**src/sv/lhc_pkg.sv**
```systemverilog
// Shared constants, item type and line tables for the link handshake checker.
`timescale 1ns / 1ps

package lhc_pkg;

    localparam int LINE_LIMIT_DEFAULT = 2048;
    localparam int MAP_LENGTH         = 257;
    localparam int MAP_IDX_W          = 9;
    localparam int CODE_W             = 3;
    localparam int BYTE_W             = 8;
    localparam int QUEUE_DEPTH        = 2;
    localparam int QUEUE_PTR_W        = $clog2(QUEUE_DEPTH);
    localparam int QUEUE_CNT_W        = $clog2(QUEUE_DEPTH + 1);

    // Status codes.
    localparam logic [CODE_W-1:0] ST_RUN      = 3'd0;
    localparam logic [CODE_W-1:0] ST_PASS     = 3'd1;
    localparam logic [CODE_W-1:0] ST_NOBANNER = 3'd2;
    localparam logic [CODE_W-1:0] ST_ANTI     = 3'd3;
    localparam logic [CODE_W-1:0] ST_MAPEOF   = 3'd4;
    localparam logic [CODE_W-1:0] ST_MAPBAD   = 3'd5;

    // Phase codes.
    localparam logic [CODE_W-1:0] PH_BANNER = 3'd0;
    localparam logic [CODE_W-1:0] PH_BLANK  = 3'd1;
    localparam logic [CODE_W-1:0] PH_ESCQ   = 3'd2;
    localparam logic [CODE_W-1:0] PH_ESCD   = 3'd3;
    localparam logic [CODE_W-1:0] PH_MAP    = 3'd4;
    localparam logic [CODE_W-1:0] PH_DONE   = 3'd5;

    localparam logic [BYTE_W-1:0] CHAR_LF = 8'h0A;
    localparam logic [BYTE_W-1:0] CHAR_CR = 8'h0D;

    // One classified beat as it travels through the queue.
    typedef struct packed {
        logic [BYTE_W-1:0] data;
        logic              eos;
        logic              is_lf;
    } lhc_item_t;

    // Length of the line expected in each line phase.
    function automatic logic [4:0] line_len(input logic [CODE_W-1:0] ph);
        logic [4:0] len;
        unique case (ph)
            PH_BANNER: len = 5'd16;
            PH_BLANK:  len = 5'd1;
            default:   len = 5'd3;
        endcase
        return len;
    endfunction

    // Expected character at a given position of the line for a phase.
    function automatic logic [BYTE_W-1:0] line_char(input logic [CODE_W-1:0] ph,
                                                    input logic [3:0] idx);
        logic [BYTE_W-1:0] ch;
        ch = CHAR_LF;
        unique case (ph)
            PH_BANNER:
            begin
                // Banner text followed by a line feed.
                unique case (idx)
                    4'd0:    ch = 8'h54;
                    4'd1:    ch = 8'h52;
                    4'd2:    ch = 8'h41;
                    4'd3:    ch = 8'h43;
                    4'd4:    ch = 8'h4D;
                    4'd5:    ch = 8'h44;
                    4'd6:    ch = 8'h20;
                    4'd7:    ch = 8'h54;
                    4'd8:    ch = 8'h52;
                    4'd9:    ch = 8'h41;
                    4'd10:   ch = 8'h20;
                    4'd11:   ch = 8'h58;
                    4'd12:   ch = 8'h43;
                    4'd13:   ch = 8'h48;
                    4'd14:   ch = 8'h47;
                    default: ch = CHAR_LF;
                endcase
            end
            PH_ESCQ:
            begin
                unique case (idx)
                    4'd0:    ch = 8'h7E;
                    4'd1:    ch = 8'h3F;
                    default: ch = CHAR_LF;
                endcase
            end
            PH_ESCD:
            begin
                unique case (idx)
                    4'd0:    ch = 8'h7E;
                    4'd1:    ch = 8'h2E;
                    default: ch = CHAR_LF;
                endcase
            end
            default: ch = CHAR_LF;
        endcase
        return ch;
    endfunction

endpackage

```
**src/sv/lhc_front.sv**
```systemverilog
// Front end: accepts input beats, classifies line endings and pushes them to the queue.
`timescale 1ns / 1ps

module lhc_front (
    input  logic                      in_valid,
    output logic                      in_stall,
    input  logic [lhc_pkg::BYTE_W-1:0] rx_byte,
    input  logic                      end_of_stream,
    input  logic                      q_full,
    output logic                      q_push,
    output lhc_pkg::lhc_item_t        q_item
);
    import lhc_pkg::*;

    // Hold the sender off only while the queue has no room.
    assign in_stall = q_full;
    assign q_push   = in_valid && !q_full;

    // A carriage return counts as a line feed; an end mark carries no byte.
    always_comb
    begin
        q_item.eos   = end_of_stream;
        q_item.data  = end_of_stream ? '0 : rx_byte;
        q_item.is_lf = !end_of_stream && (rx_byte == CHAR_LF || rx_byte == CHAR_CR);
    end

endmodule

```
**src/sv/lhc_queue.sv**
```systemverilog
// Short register queue between the front and back ends.
`timescale 1ns / 1ps

module lhc_queue (
    input  logic               clk,
    input  logic               rst_n,
    input  logic               push,
    input  lhc_pkg::lhc_item_t push_item,
    input  logic               pop,
    output lhc_pkg::lhc_item_t pop_item,
    output logic               full,
    output logic               empty
);
    import lhc_pkg::*;

    lhc_item_t                slot_reg [QUEUE_DEPTH];
    logic [QUEUE_PTR_W-1:0]   wr_ptr_reg;
    logic [QUEUE_PTR_W-1:0]   wr_ptr_next;
    logic [QUEUE_PTR_W-1:0]   rd_ptr_reg;
    logic [QUEUE_PTR_W-1:0]   rd_ptr_next;
    logic [QUEUE_CNT_W-1:0]   count_reg;
    logic [QUEUE_CNT_W-1:0]   count_next;

    assign full     = (count_reg == QUEUE_CNT_W'(QUEUE_DEPTH));
    assign empty    = (count_reg == '0);
    assign pop_item = slot_reg[rd_ptr_reg];

    // Pointer and fill count update.
    always_comb
    begin
        wr_ptr_next = wr_ptr_reg;
        rd_ptr_next = rd_ptr_reg;
        count_next  = count_reg;
        if (push)
        begin
            wr_ptr_next = (wr_ptr_reg == QUEUE_PTR_W'(QUEUE_DEPTH - 1)) ? '0
                          : wr_ptr_reg + QUEUE_PTR_W'(1);
        end
        if (pop)
        begin
            rd_ptr_next = (rd_ptr_reg == QUEUE_PTR_W'(QUEUE_DEPTH - 1)) ? '0
                          : rd_ptr_reg + QUEUE_PTR_W'(1);
        end
        if (push && !pop)
        begin
            count_next = count_reg + QUEUE_CNT_W'(1);
        end
        else if (pop && !push)
        begin
            count_next = count_reg - QUEUE_CNT_W'(1);
        end
    end

    always_ff @(posedge clk or negedge rst_n)
    begin
        if (!rst_n)
        begin
            wr_ptr_reg <= '0;
            rd_ptr_reg <= '0;
            count_reg  <= '0;
        end
        else
        begin
            wr_ptr_reg <= wr_ptr_next;
            rd_ptr_reg <= rd_ptr_next;
            count_reg  <= count_next;
        end
    end

    // Storage slots carry no reset.
    always_ff @(posedge clk)
    begin
        if (push)
        begin
            slot_reg[wr_ptr_reg] <= push_item;
        end
    end

endmodule

```
**src/sv/lhc_back.sv**
```systemverilog
// Back end: line matching, byte map check and the registered result.
`timescale 1ns / 1ps

module lhc_back #(
    parameter int LINE_LIMIT = lhc_pkg::LINE_LIMIT_DEFAULT
) (
    input  logic                       clk,
    input  logic                       rst_n,
    input  logic                       q_empty,
    input  lhc_pkg::lhc_item_t         q_item,
    output logic                       q_pop,
    output logic                       out_valid,
    input  logic                       out_stall,
    output logic [lhc_pkg::CODE_W-1:0] status,
    output logic [lhc_pkg::CODE_W-1:0] phase,
    output logic                       skipped_line,
    output logic [lhc_pkg::BYTE_W-1:0] expected_byte,
    output logic [lhc_pkg::BYTE_W-1:0] received_byte
);
    import lhc_pkg::*;

    localparam int POS_W = $clog2(LINE_LIMIT);

    logic [CODE_W-1:0]    phase_reg,   phase_next;
    logic [POS_W-1:0]     pos_reg,     pos_next;
    logic                 match_reg,   match_next;
    logic [MAP_IDX_W-1:0] map_idx_reg, map_idx_next;
    logic [CODE_W-1:0]    status_reg,  status_next;
    logic                 out_valid_reg;
    logic                 skipped_reg, skipped_next;
    logic [BYTE_W-1:0]    exp_reg,     exp_next;
    logic [BYTE_W-1:0]    recv_reg;

    logic [BYTE_W-1:0]    ch;
    logic [POS_W:0]       pos_ext;
    logic [POS_W:0]       len_ext;
    logic                 ok;
    logic                 hit;
    logic                 line_end;
    logic [MAP_IDX_W-1:0] idx_inc;

    // Take the next beat whenever the output register is free or being drained.
    assign q_pop = !q_empty && (!out_valid_reg || !out_stall);

    // Per-beat comparison terms for the line phases.
    always_comb
    begin
        ch       = q_item.is_lf ? CHAR_LF : q_item.data;
        pos_ext  = {1'b0, pos_reg};
        len_ext  = (POS_W + 1)'(line_len(phase_reg));
        ok       = match_reg && (pos_ext < len_ext)
                   && (line_char(phase_reg, pos_reg[3:0]) == ch);
        hit      = ok && ((pos_ext + (POS_W + 1)'(1)) == len_ext);
        line_end = q_item.is_lf || (pos_reg == POS_W'(LINE_LIMIT - 1));
        idx_inc  = map_idx_reg + MAP_IDX_W'(1);
    end

    // Next state for the beat being taken.
    always_comb
    begin
        phase_next   = phase_reg;
        pos_next     = pos_reg;
        match_next   = match_reg;
        map_idx_next = map_idx_reg;
        status_next  = status_reg;
        skipped_next = 1'b0;
        exp_next     = '0;

        if (phase_reg >= PH_DONE)
        begin
            // Finished: further beats only repeat the verdict.
        end
        else if (phase_reg == PH_MAP)
        begin
            exp_next = map_idx_reg[BYTE_W-1:0];
            if (q_item.eos)
            begin
                status_next = ST_MAPEOF;
                phase_next  = PH_DONE;
            end
            else if (q_item.data != map_idx_reg[BYTE_W-1:0])
            begin
                status_next = ST_MAPBAD;
                phase_next  = PH_DONE;
            end
            else
            begin
                map_idx_next = idx_inc;
                if (idx_inc == MAP_IDX_W'(MAP_LENGTH))
                begin
                    status_next = ST_PASS;
                    phase_next  = PH_DONE;
                end
            end
        end
        else if (q_item.eos)
        begin
            pos_next   = '0;
            match_next = 1'b1;
            phase_next = PH_DONE;
            if (phase_reg == PH_BANNER)
            begin
                status_next  = ST_NOBANNER;
                skipped_next = (pos_reg != '0);
            end
            else
            begin
                status_next = ST_ANTI;
            end
        end
        else if (!line_end)
        begin
            pos_next   = pos_reg + POS_W'(1);
            match_next = ok;
        end
        else
        begin
            pos_next   = '0;
            match_next = 1'b1;
            if (phase_reg == PH_BANNER)
            begin
                if (hit)
                begin
                    phase_next = PH_BLANK;
                end
                else
                begin
                    skipped_next = 1'b1;
                end
            end
            else if (!hit)
            begin
                status_next = ST_ANTI;
                phase_next  = PH_DONE;
            end
            else
            begin
                phase_next = phase_reg + CODE_W'(1);
                if (phase_next == PH_MAP)
                begin
                    map_idx_next = '0;
                end
            end
        end
    end

    // Checker state and output valid.
    always_ff @(posedge clk or negedge rst_n)
    begin
        if (!rst_n)
        begin
            phase_reg     <= PH_BANNER;
            pos_reg       <= '0;
            match_reg     <= 1'b1;
            map_idx_reg   <= '0;
            status_reg    <= ST_RUN;
            out_valid_reg <= 1'b0;
        end
        else
        begin
            if (q_pop)
            begin
                phase_reg   <= phase_next;
                pos_reg     <= pos_next;
                match_reg   <= match_next;
                map_idx_reg <= map_idx_next;
                status_reg  <= status_next;
            end
            if (q_pop)
            begin
                out_valid_reg <= 1'b1;
            end
            else if (!out_stall)
            begin
                out_valid_reg <= 1'b0;
            end
        end
    end

    // Result payload registers.
    always_ff @(posedge clk)
    begin
        if (q_pop)
        begin
            skipped_reg <= skipped_next;
            exp_reg     <= exp_next;
            recv_reg    <= q_item.data;
        end
    end

    assign out_valid     = out_valid_reg;
    assign status        = status_reg;
    assign phase         = phase_reg;
    assign skipped_line  = skipped_reg;
    assign expected_byte = exp_reg;
    assign received_byte = recv_reg;

endmodule

```
**src/sv/link_handshake_checker_unit.sv**
```systemverilog
// Each accepted beat waits in a queue slot; its result is then registered.
// Throughput: one beat per cycle when not stalled; each beat's state update is
// one compare against the expected line character or map byte, plus a counter
// step. The input is stalled only when the two-entry queue is full.
// Reset (rst_n low, asynchronous) empties the queue and output register and
// returns the checker to banner search with a running status.
`timescale 1ns / 1ps

module link_handshake_checker_unit #(
    parameter int LINE_LIMIT = lhc_pkg::LINE_LIMIT_DEFAULT
) (
    input  logic                       clk,
    input  logic                       rst_n,
    input  logic                       in_valid,
    output logic                       in_stall,
    input  logic [lhc_pkg::BYTE_W-1:0] rx_byte,
    input  logic                       end_of_stream,
    output logic                       out_valid,
    input  logic                       out_stall,
    output logic [lhc_pkg::CODE_W-1:0] status,
    output logic [lhc_pkg::CODE_W-1:0] phase,
    output logic                       skipped_line,
    output logic [lhc_pkg::BYTE_W-1:0] expected_byte,
    output logic [lhc_pkg::BYTE_W-1:0] received_byte
);
    import lhc_pkg::*;

    logic      q_push;
    logic      q_pop;
    logic      q_full;
    logic      q_empty;
    lhc_item_t push_item;
    lhc_item_t pop_item;

    lhc_front u_front (
        .in_valid      (in_valid),
        .in_stall      (in_stall),
        .rx_byte       (rx_byte),
        .end_of_stream (end_of_stream),
        .q_full        (q_full),
        .q_push        (q_push),
        .q_item        (push_item)
    );

    lhc_queue u_queue (
        .clk       (clk),
        .rst_n     (rst_n),
        .push      (q_push),
        .push_item (push_item),
        .pop       (q_pop),
        .pop_item  (pop_item),
        .full      (q_full),
        .empty     (q_empty)
    );

    lhc_back #(
        .LINE_LIMIT (LINE_LIMIT)
    ) u_back (
        .clk           (clk),
        .rst_n         (rst_n),
        .q_empty       (q_empty),
        .q_item        (pop_item),
        .q_pop         (q_pop),
        .out_valid     (out_valid),
        .out_stall     (out_stall),
        .status        (status),
        .phase         (phase),
        .skipped_line  (skipped_line),
        .expected_byte (expected_byte),
        .received_byte (received_byte)
    );

endmodule

```
**config.mk**
```make
export PLATFORM = sky130hd
export DESIGN_NAME = link_handshake_checker_unit
export DESIGN_NICKNAME = d
export VERILOG_FILES = /design/src/sv/lhc_pkg.sv /design/src/sv/lhc_front.sv /design/src/sv/lhc_queue.sv /design/src/sv/lhc_back.sv /design/src/sv/link_handshake_checker_unit.sv
export SDC_FILE = /design/constraint.sdc
export NUM_CORES = 1
export LEC_CHECK = 0
export BUFFER_PORTS_ARGS = -buffer_cell sky130_fd_sc_hd__buf_2
export CELL_PAD_IN_SITES_DETAIL_PLACEMENT = 1
export CELL_PAD_IN_SITES_GLOBAL_PLACEMENT = 1
export CORE_ASPECT_RATIO = 1.4
export CORE_MARGIN = 5
export CORE_UTILIZATION = 51
export CTS_CLUSTER_DIAMETER = 150
export DETAILED_ROUTE_END_ITERATION = 10
export PLACE_DENSITY = 0.91
export RECOVER_POWER = 100
export SLEW_MARGIN = 30
export SYNTH_ARGS = -nofsm -noshare
export SYNTH_HDL_FRONTEND = slang
export SYNTH_SLANG_ARGS = --single-unit
```
**constraint.sdc**
```tcl
create_clock -name clk -period 5.02 [get_ports clk]
set_input_delay 1.004 -clock clk [delete_from_list [all_inputs] [get_ports clk]]
set_output_delay 1.004 -clock clk [all_outputs]
set_load 0.005 [all_outputs]
```
[Word level (Yosys, flattened, before mapping)]
Memories as Yosys holds them, arrays and structs flattened.
Index checks and enable logic that the tools add are counted.
Storage, ports and cells
  register bits: 49
  bits in writable memories: 20
  memory bits (read-only): 112
  input bits: 13
  output and inout port bits: 25
  word-level logic and storage cells: 130
  memories kept: 2
Operators by class
  add/sub/neg operators: 8
  order comparisons: 2
  eq/ne operators: 21
  muxes and demuxes: 49
  bitwise gates (word level): 3
  reduce and logical (&&, ||, !) cells: 33
Memories
  (name not given): depth 16, bits a word 7, read ports 1, clocked after Yosys merged registers in 0, write ports 0, line lhc_pkg.sv:61  | unique case (idx)
  u_queue.slot_reg: depth 2, bits a word 10, read ports 1, clocked after Yosys merged registers in 0, write ports 1, line lhc_queue.sv:16  | lhc_item_t slot_reg [QUEUE_DEPTH];
Operator list (count)
  two-way mux 9 bit: 8
  two-way mux 3 bit: 17
  one-hot mux 7 bit (2 select lines): 2
  one-hot mux 8 bit (3 select lines): 1
  two-way mux 11 bit: 2
  equality test 8 x 4 -> 1 bit (second input constant): 2
  two-way mux 8 bit: 2
  two-way mux 1 bit: 14
  adder 11 x 1 -> 12 bit (second input constant): 1
  equality test 12 x 5 -> 1 bit: 1
  adder 11 x 1 -> 11 bit (second input constant): 1
  equality test 11 bit (second input constant): 1
  less-than comparator 11 x 5 -> 1 bit: 1
  nonzero test 11 bit: 1
  one-hot mux 5 bit (2 select lines): 1
  adder 9 x 1 -> 9 bit (second input constant): 1
  equality test 9 bit (second input constant): 1
  equality test 8 bit: 1
  logical AND 1 bit: 8
  inequality test 8 bit: 1
  AND reduction 8 bit: 1
  nonzero test 2 bit: 4
  logical NOT 1 bit: 7
  equality test 3 x 2 -> 1 bit (second input constant): 2
  other kinds (26): 35

[Longest topological paths before layout]
  depth in word-level cells: 11
  mapped depth: 13
  depth with buffers taken out: 12

[Hierarchy]
From an unflattened synthesis, not the netlist that was laid out.
Unflattened totals
  cell total of the unflattened synthesis: 415
  area total of the unflattened synthesis: 4220.3 um2
Modules (own cells, without submodules)
  lhc_back: times used 1, cells an instance 353, area each 3194.3 um2, seq. area each 1212.4 um2
  lhc_queue: times used 1, cells an instance 47, area each 913.4 um2, seq. area each 700.7 um2
  lhc_front: times used 1, cells an instance 15, area each 112.6 um2, seq. area each 0.0 um2

[Worst setup path before layout]
OpenSTA, ideal clock, no wires.
  path type: register to register
  start point: register u_back.phase_reg[2], in the netlist u_back.phase[2]
  end point: register u_back.status_reg[2], in the netlist u_back.status[2]
  library setup time: 125 ps
  data arrival time: 2713 ps
  required time: 4895 ps
  slack: 2182 ps
  cell stages (with the launch flop): 12
  path buffers: 1
  clock period less this slack: 2838 ps
  cell sequence: dfrtp_1 > clkbuf_1 > inv_1 > ha_1 > or4b_4 > a221oi_2 > xnor2_1 > nor3_2 > nand4_2 > nor3_2 > a221oi_2 > mux2_4
Between the ends
  word-level cells in the longest chain between the ends: 8
  elaborated cells on any way between the ends: 21
  classes of those cells: 2 x order compare; 9 x eq/ne; 3 x mux; 1 x bitwise; 6 x reduce/logical
Ends and longest elaborated chain
  from (decl): line lhc_back.sv:24  | logic [CODE_W-1:0] phase_reg, phase_next;
  from (signal assigned): line lhc_back.sv:163  | phase_reg <= phase_next;
  equality test 3 x 1 -> 1 bit or logical NOT 3 bit (tied branches): line lhc_pkg.sv:44, lhc_pkg.sv:57, lhc_back.sv:120
  one-hot mux 5 bit (2 select lines): line lhc_pkg.sv:44  | unique case (ph)
  less-than comparator 11 x 5 -> 1 bit: line lhc_back.sv:51  | ok = match_reg && (pos_ext < len_ext)
  logical AND 1 bit: line lhc_back.sv:51
  logical AND 1 bit: line lhc_back.sv:52  | && (line_char(phase_reg, pos_reg[3:0]) == ch);
  logical AND 1 bit: line lhc_back.sv:53  | hit = ok && ((pos_ext + (POS_W + 1)'(1)) == len_ext);
  inequality test 3 bit (no source line)
  AND reduction 6 bit (no source line)
  to (signal assigned): line lhc_back.sv:167  | status_reg <= status_next;
  to (decl): line lhc_back.sv:28  | logic [CODE_W-1:0] status_reg, status_next;
Several ways; a longest one is shown, not always the timed one.
A chain may end at the register's enable or synchronous reset.

[Worst setup path in the final report]
  start point: register u_back.phase_reg[0], in the netlist u_back.phase[0]
  end point: register u_back.status_reg[2], in the netlist u_back.status[2]
The elaborated chain is that of the path after synthesis.

==> impl_metrics.yaml <==
clocking:
  postCtsSetupRepairBufs: 0
  htreeDepth: 3
  clock_path_buffers: 2
  cts_root_buffer: "clkbuf_8"
  cts_made_buffers: 9
  path_clk_slew_ps: 70
  clkSinkCount: 69
  cts_tree: "done"
  postCtsHoldBufs: 0
  clock_latency_ps: 360
  cts_resized: 0
synth:
  syn-instance-count: 402
  synthArstFlopShare_pct: 46.4
  synthAdderAreaFrac_pct: 5.50
  synth_area_mm2: 0.00409
  seq_area_frac_synth_pct: 46.8
  ys_warn_count: 0
  syn_area_per_cell_um2: 10.2
  yosys.cell_types.count: 64
  synth_flop_cell: "edfxtp_1"
  yosys.area_share.simple_pct: 19.8
  synthMuxAreaShare_pct: 4.62
  synth_compound_area_share_pct: 14.2
  synth_top_family_by_area: "simple AND/OR/NAND/NOR gates"
  ys_ff_latch: 69
  synth-xor-area-share_pct: 5.35
  syn-num-nets: 433
  synth_edf_count: 37
die:
  num_rows: 38
  core_mm2: 0.00780
  initial_core_util_pct: 52.5
  io_pins: 38
  die_w_um: 85.7
  die_area_mm2: 0.00994
  fp.dieH_um: 116
sta:
  slew_headroom_pct: -22.7
  finalMaxSlewViolations: 33
  period_needed_ps: 3510
  finalClockSkew_ps: 10.4
  setup_violations: 0
  tns_ps: 0
  finalCritPeriodShare_pct: 70.0
  tightestPinTransition_ps: 1840
  rsz0062_at_grt: "no"
  hold_violations: 0
  clock.fmax_mhz: 285
global_route:
  grt_pass1_vias: 3582
  grt_pass1_wl_um: 18500
  grt_max_degree: 33
  grt_overflow: 0
  antenna_found_initial: 0
  grtUsageTotal_pct: 24.9
worst_setup_path:
  worst_ep_arrival_time_ps: 3750
  reg2reg_from: "u_back.phase[0]"
  worst_r2r_endpoint: "u_back.status[2]"
  rr_worst_depth: 11
  worstPathCellList: "inv_1 -> ha_1 -> nor2b_1 -> inv_1 -> a31oi_1 -> a21boi_0 -> xnor2_1 -> nand4_1 -> nor3_1 -> a221oi_1 -> mux2_4"
  worstSetupPathType: "flip-flop to flip-flop"
  worst-endpoint-required_ps: 5260
  critPathMostFrequentCell: "inv_1"
  r2r_slack_ps: 1510
  start_kind: "flip-flop"
  max_stage_delay_ps: 590
  crit_path_end_kind: "flip-flop"
  path_max_fanout: 10
  critical-path-slowest-cell: "a221oi_1"
final_layout:
  drive_gt1_share_pct: 12.2
  fin_nets: 462
  syn_to_final_growth_pct: 9.69
  largest_reg_flops: 20
  finalNonFillerCells: 536
  diodes: 0
  final_util_pct: 57.6
run_status:
  status: "complete, but fails checks"
  failed_checks: "capacitance limit, slew limit"
run:
  drv_cap: 1
hold_path:
  hold_end: "u_queue.wr_ptr_reg"
  holdCritPathClass: "flip-flop to flip-flop"
  whs_path_depth: 1
  hold_start: "u_queue.wr_ptr_reg"
placed_design:
  dp_cells: 520
  place_congestion: 0.903
  dp_hpwl_um: 8490
  port_buffers: 37
route:
  firstDrtPassIters: 4
  drc: 0
  avgViaCountPerCell: 6.06
  wl_per_cell_um: 21.4
  vias: 3250
  routed_wl_um: 11500
  drt_iter0_drc: 184
  drtAntennaViolNets: 0
pwr:
  power.density_mw_per_mm2: 473
  leakage_nw: 1.76
  peakVddDrop_v: 0.000270
  finalPower_mw: 2.12
## layout make-up
cell class                      instances  area [um^2]
Tap cell                              100          125
Timing Repair Buffer                   37          165
Fill cell                             919         3310
Clock buffer                           10          128
Clock inverter                          6         87.6
Inverter                               18         67.6
Sequential cell                        69         1910
Multi-Input combinational cell        296         2000
## worst max-delay path, delay by kind of cell, from the launching register on
family,cells,cell delay [ps]
buffers and inverters,2,370
AND/OR/NAND/NOR,3,780
AO/OA/AOI/OAI,3,950
adder cells (fa/ha/maj),1,360
flip-flops,1,450
multiplexers,1,350
XOR/XNOR,1,140
## cell usage after synthesis, types with 3 or more instances
cell type,instances,share of area [%]
nand2_1,38,3.5
edfxtp_1,37,27
dfrtp_1,31,19
nor2_1,23,2.1
o21ai_0,19,2.3
ha_1,18,5.5
nand3_1,18,2.2
a21oi_1,17,2.1
inv_1,16,1.5
xnor2_1,14,3.0
nor2b_1,12,1.8
xor2_1,11,2.4
and2_1,10,1.5
buf_2,9,1.1
clkbuf_1,9,0.83
o31ai_1,9,1.7
o21ai_1,8,0.98
nand2b_1,7,1.1
nand4_1,7,1.1
and3_1,6,0.92
mux2_2,6,1.7
nor3_1,6,0.73
mux2i_1,5,1.2
or3_1,5,0.76
a31oi_1,4,0.61
a22oi_1,3,0.55
nor3_2,3,0.73
nor4_1,3,0.46
o22ai_1,3,0.46
o31a_1,3,0.64
## through the flow
step	setup WS, ps	hold slack [ps]	instance area (um^2)
3_5_place_dp	1380	485	4320
2_1_floorplan	2180	461	4090
4_1_cts	1590	499	4530
6_report	1510	497	4490
3_3_place_gp	1710	474	4320
5_1_grt	1250	538	4490
## routing by layer
metal / global-route usage [%] / vias up / share of wire, %
met3: 5.19 / 31 / 3.8
met4: 13.0 / 0 / 3.8
met5: 0 / - / 0
met2: 46.3 / 82 / 54
met1: 26.0 / 1617 / 38
li1: - / 1520 / -
## power breakdown
part / total, mW / internal [mW] / leakage, nW / switching [mW]
Sequential: 0.907 / 0.769 / 0.768 / 0.137
Clock: 0.495 / 0.281 / 0.111 / 0.214
Combinational: 0.721 / 0.278 / 0.881 / 0.444
Total: 2.12 / 1.33 / 1.76 / 0.795
## worst max path at each step
| stage | startpoint | to | slack (ps) |
|---|---|---|---|
| floorplan | u_back.phase[2] | u_back.status[2] | 2180 |
| global placement | out_stall | u_back.status[2] | 1710 |
| detailed placement | out_stall | u_back.pos_reg[7] | 1380 |
| CTS | u_back.phase[0] | u_back.map_idx_reg[2] | 1590 |
| global route | u_back.phase[0] | u_back.status[2] | 1250 |
| finish | u_back.phase[0] | u_back.status[2] | 1510 |
## cells in the final DEF, fill, tap and decap left out, drive strengths merged, types with 4 or more instances in the layout
cell,n
dfrtp,31
edfxtp,37
buf,21
a21oi,17
nor2,23
mux2,8
clkbuf,26
nor3,9
and3,6
and2,10
nor4,5
nand4,8
nand2b,7
o31ai,9
nand2,38
o21ai,27
or3,5
ha,18
mux2i,6
inv,19
nand3,18
a31oi,4
xnor2,14
xor2,11
nor2b,12
## cells by family (layout without fill, tap and decap cells)
group / Yosys count / count (layout)
AND/OR/NAND/NOR: 150 / 150
multiplexers: 15 / 15
AO/OA/AOI/OAI: 88 / 88
adder cells (fa/ha/maj): 18 / 18
XOR/XNOR: 25 / 25
flip-flops: 69 / 69
buffers and inverters: 37 / 71
Power figures use the tool's default switching activity.
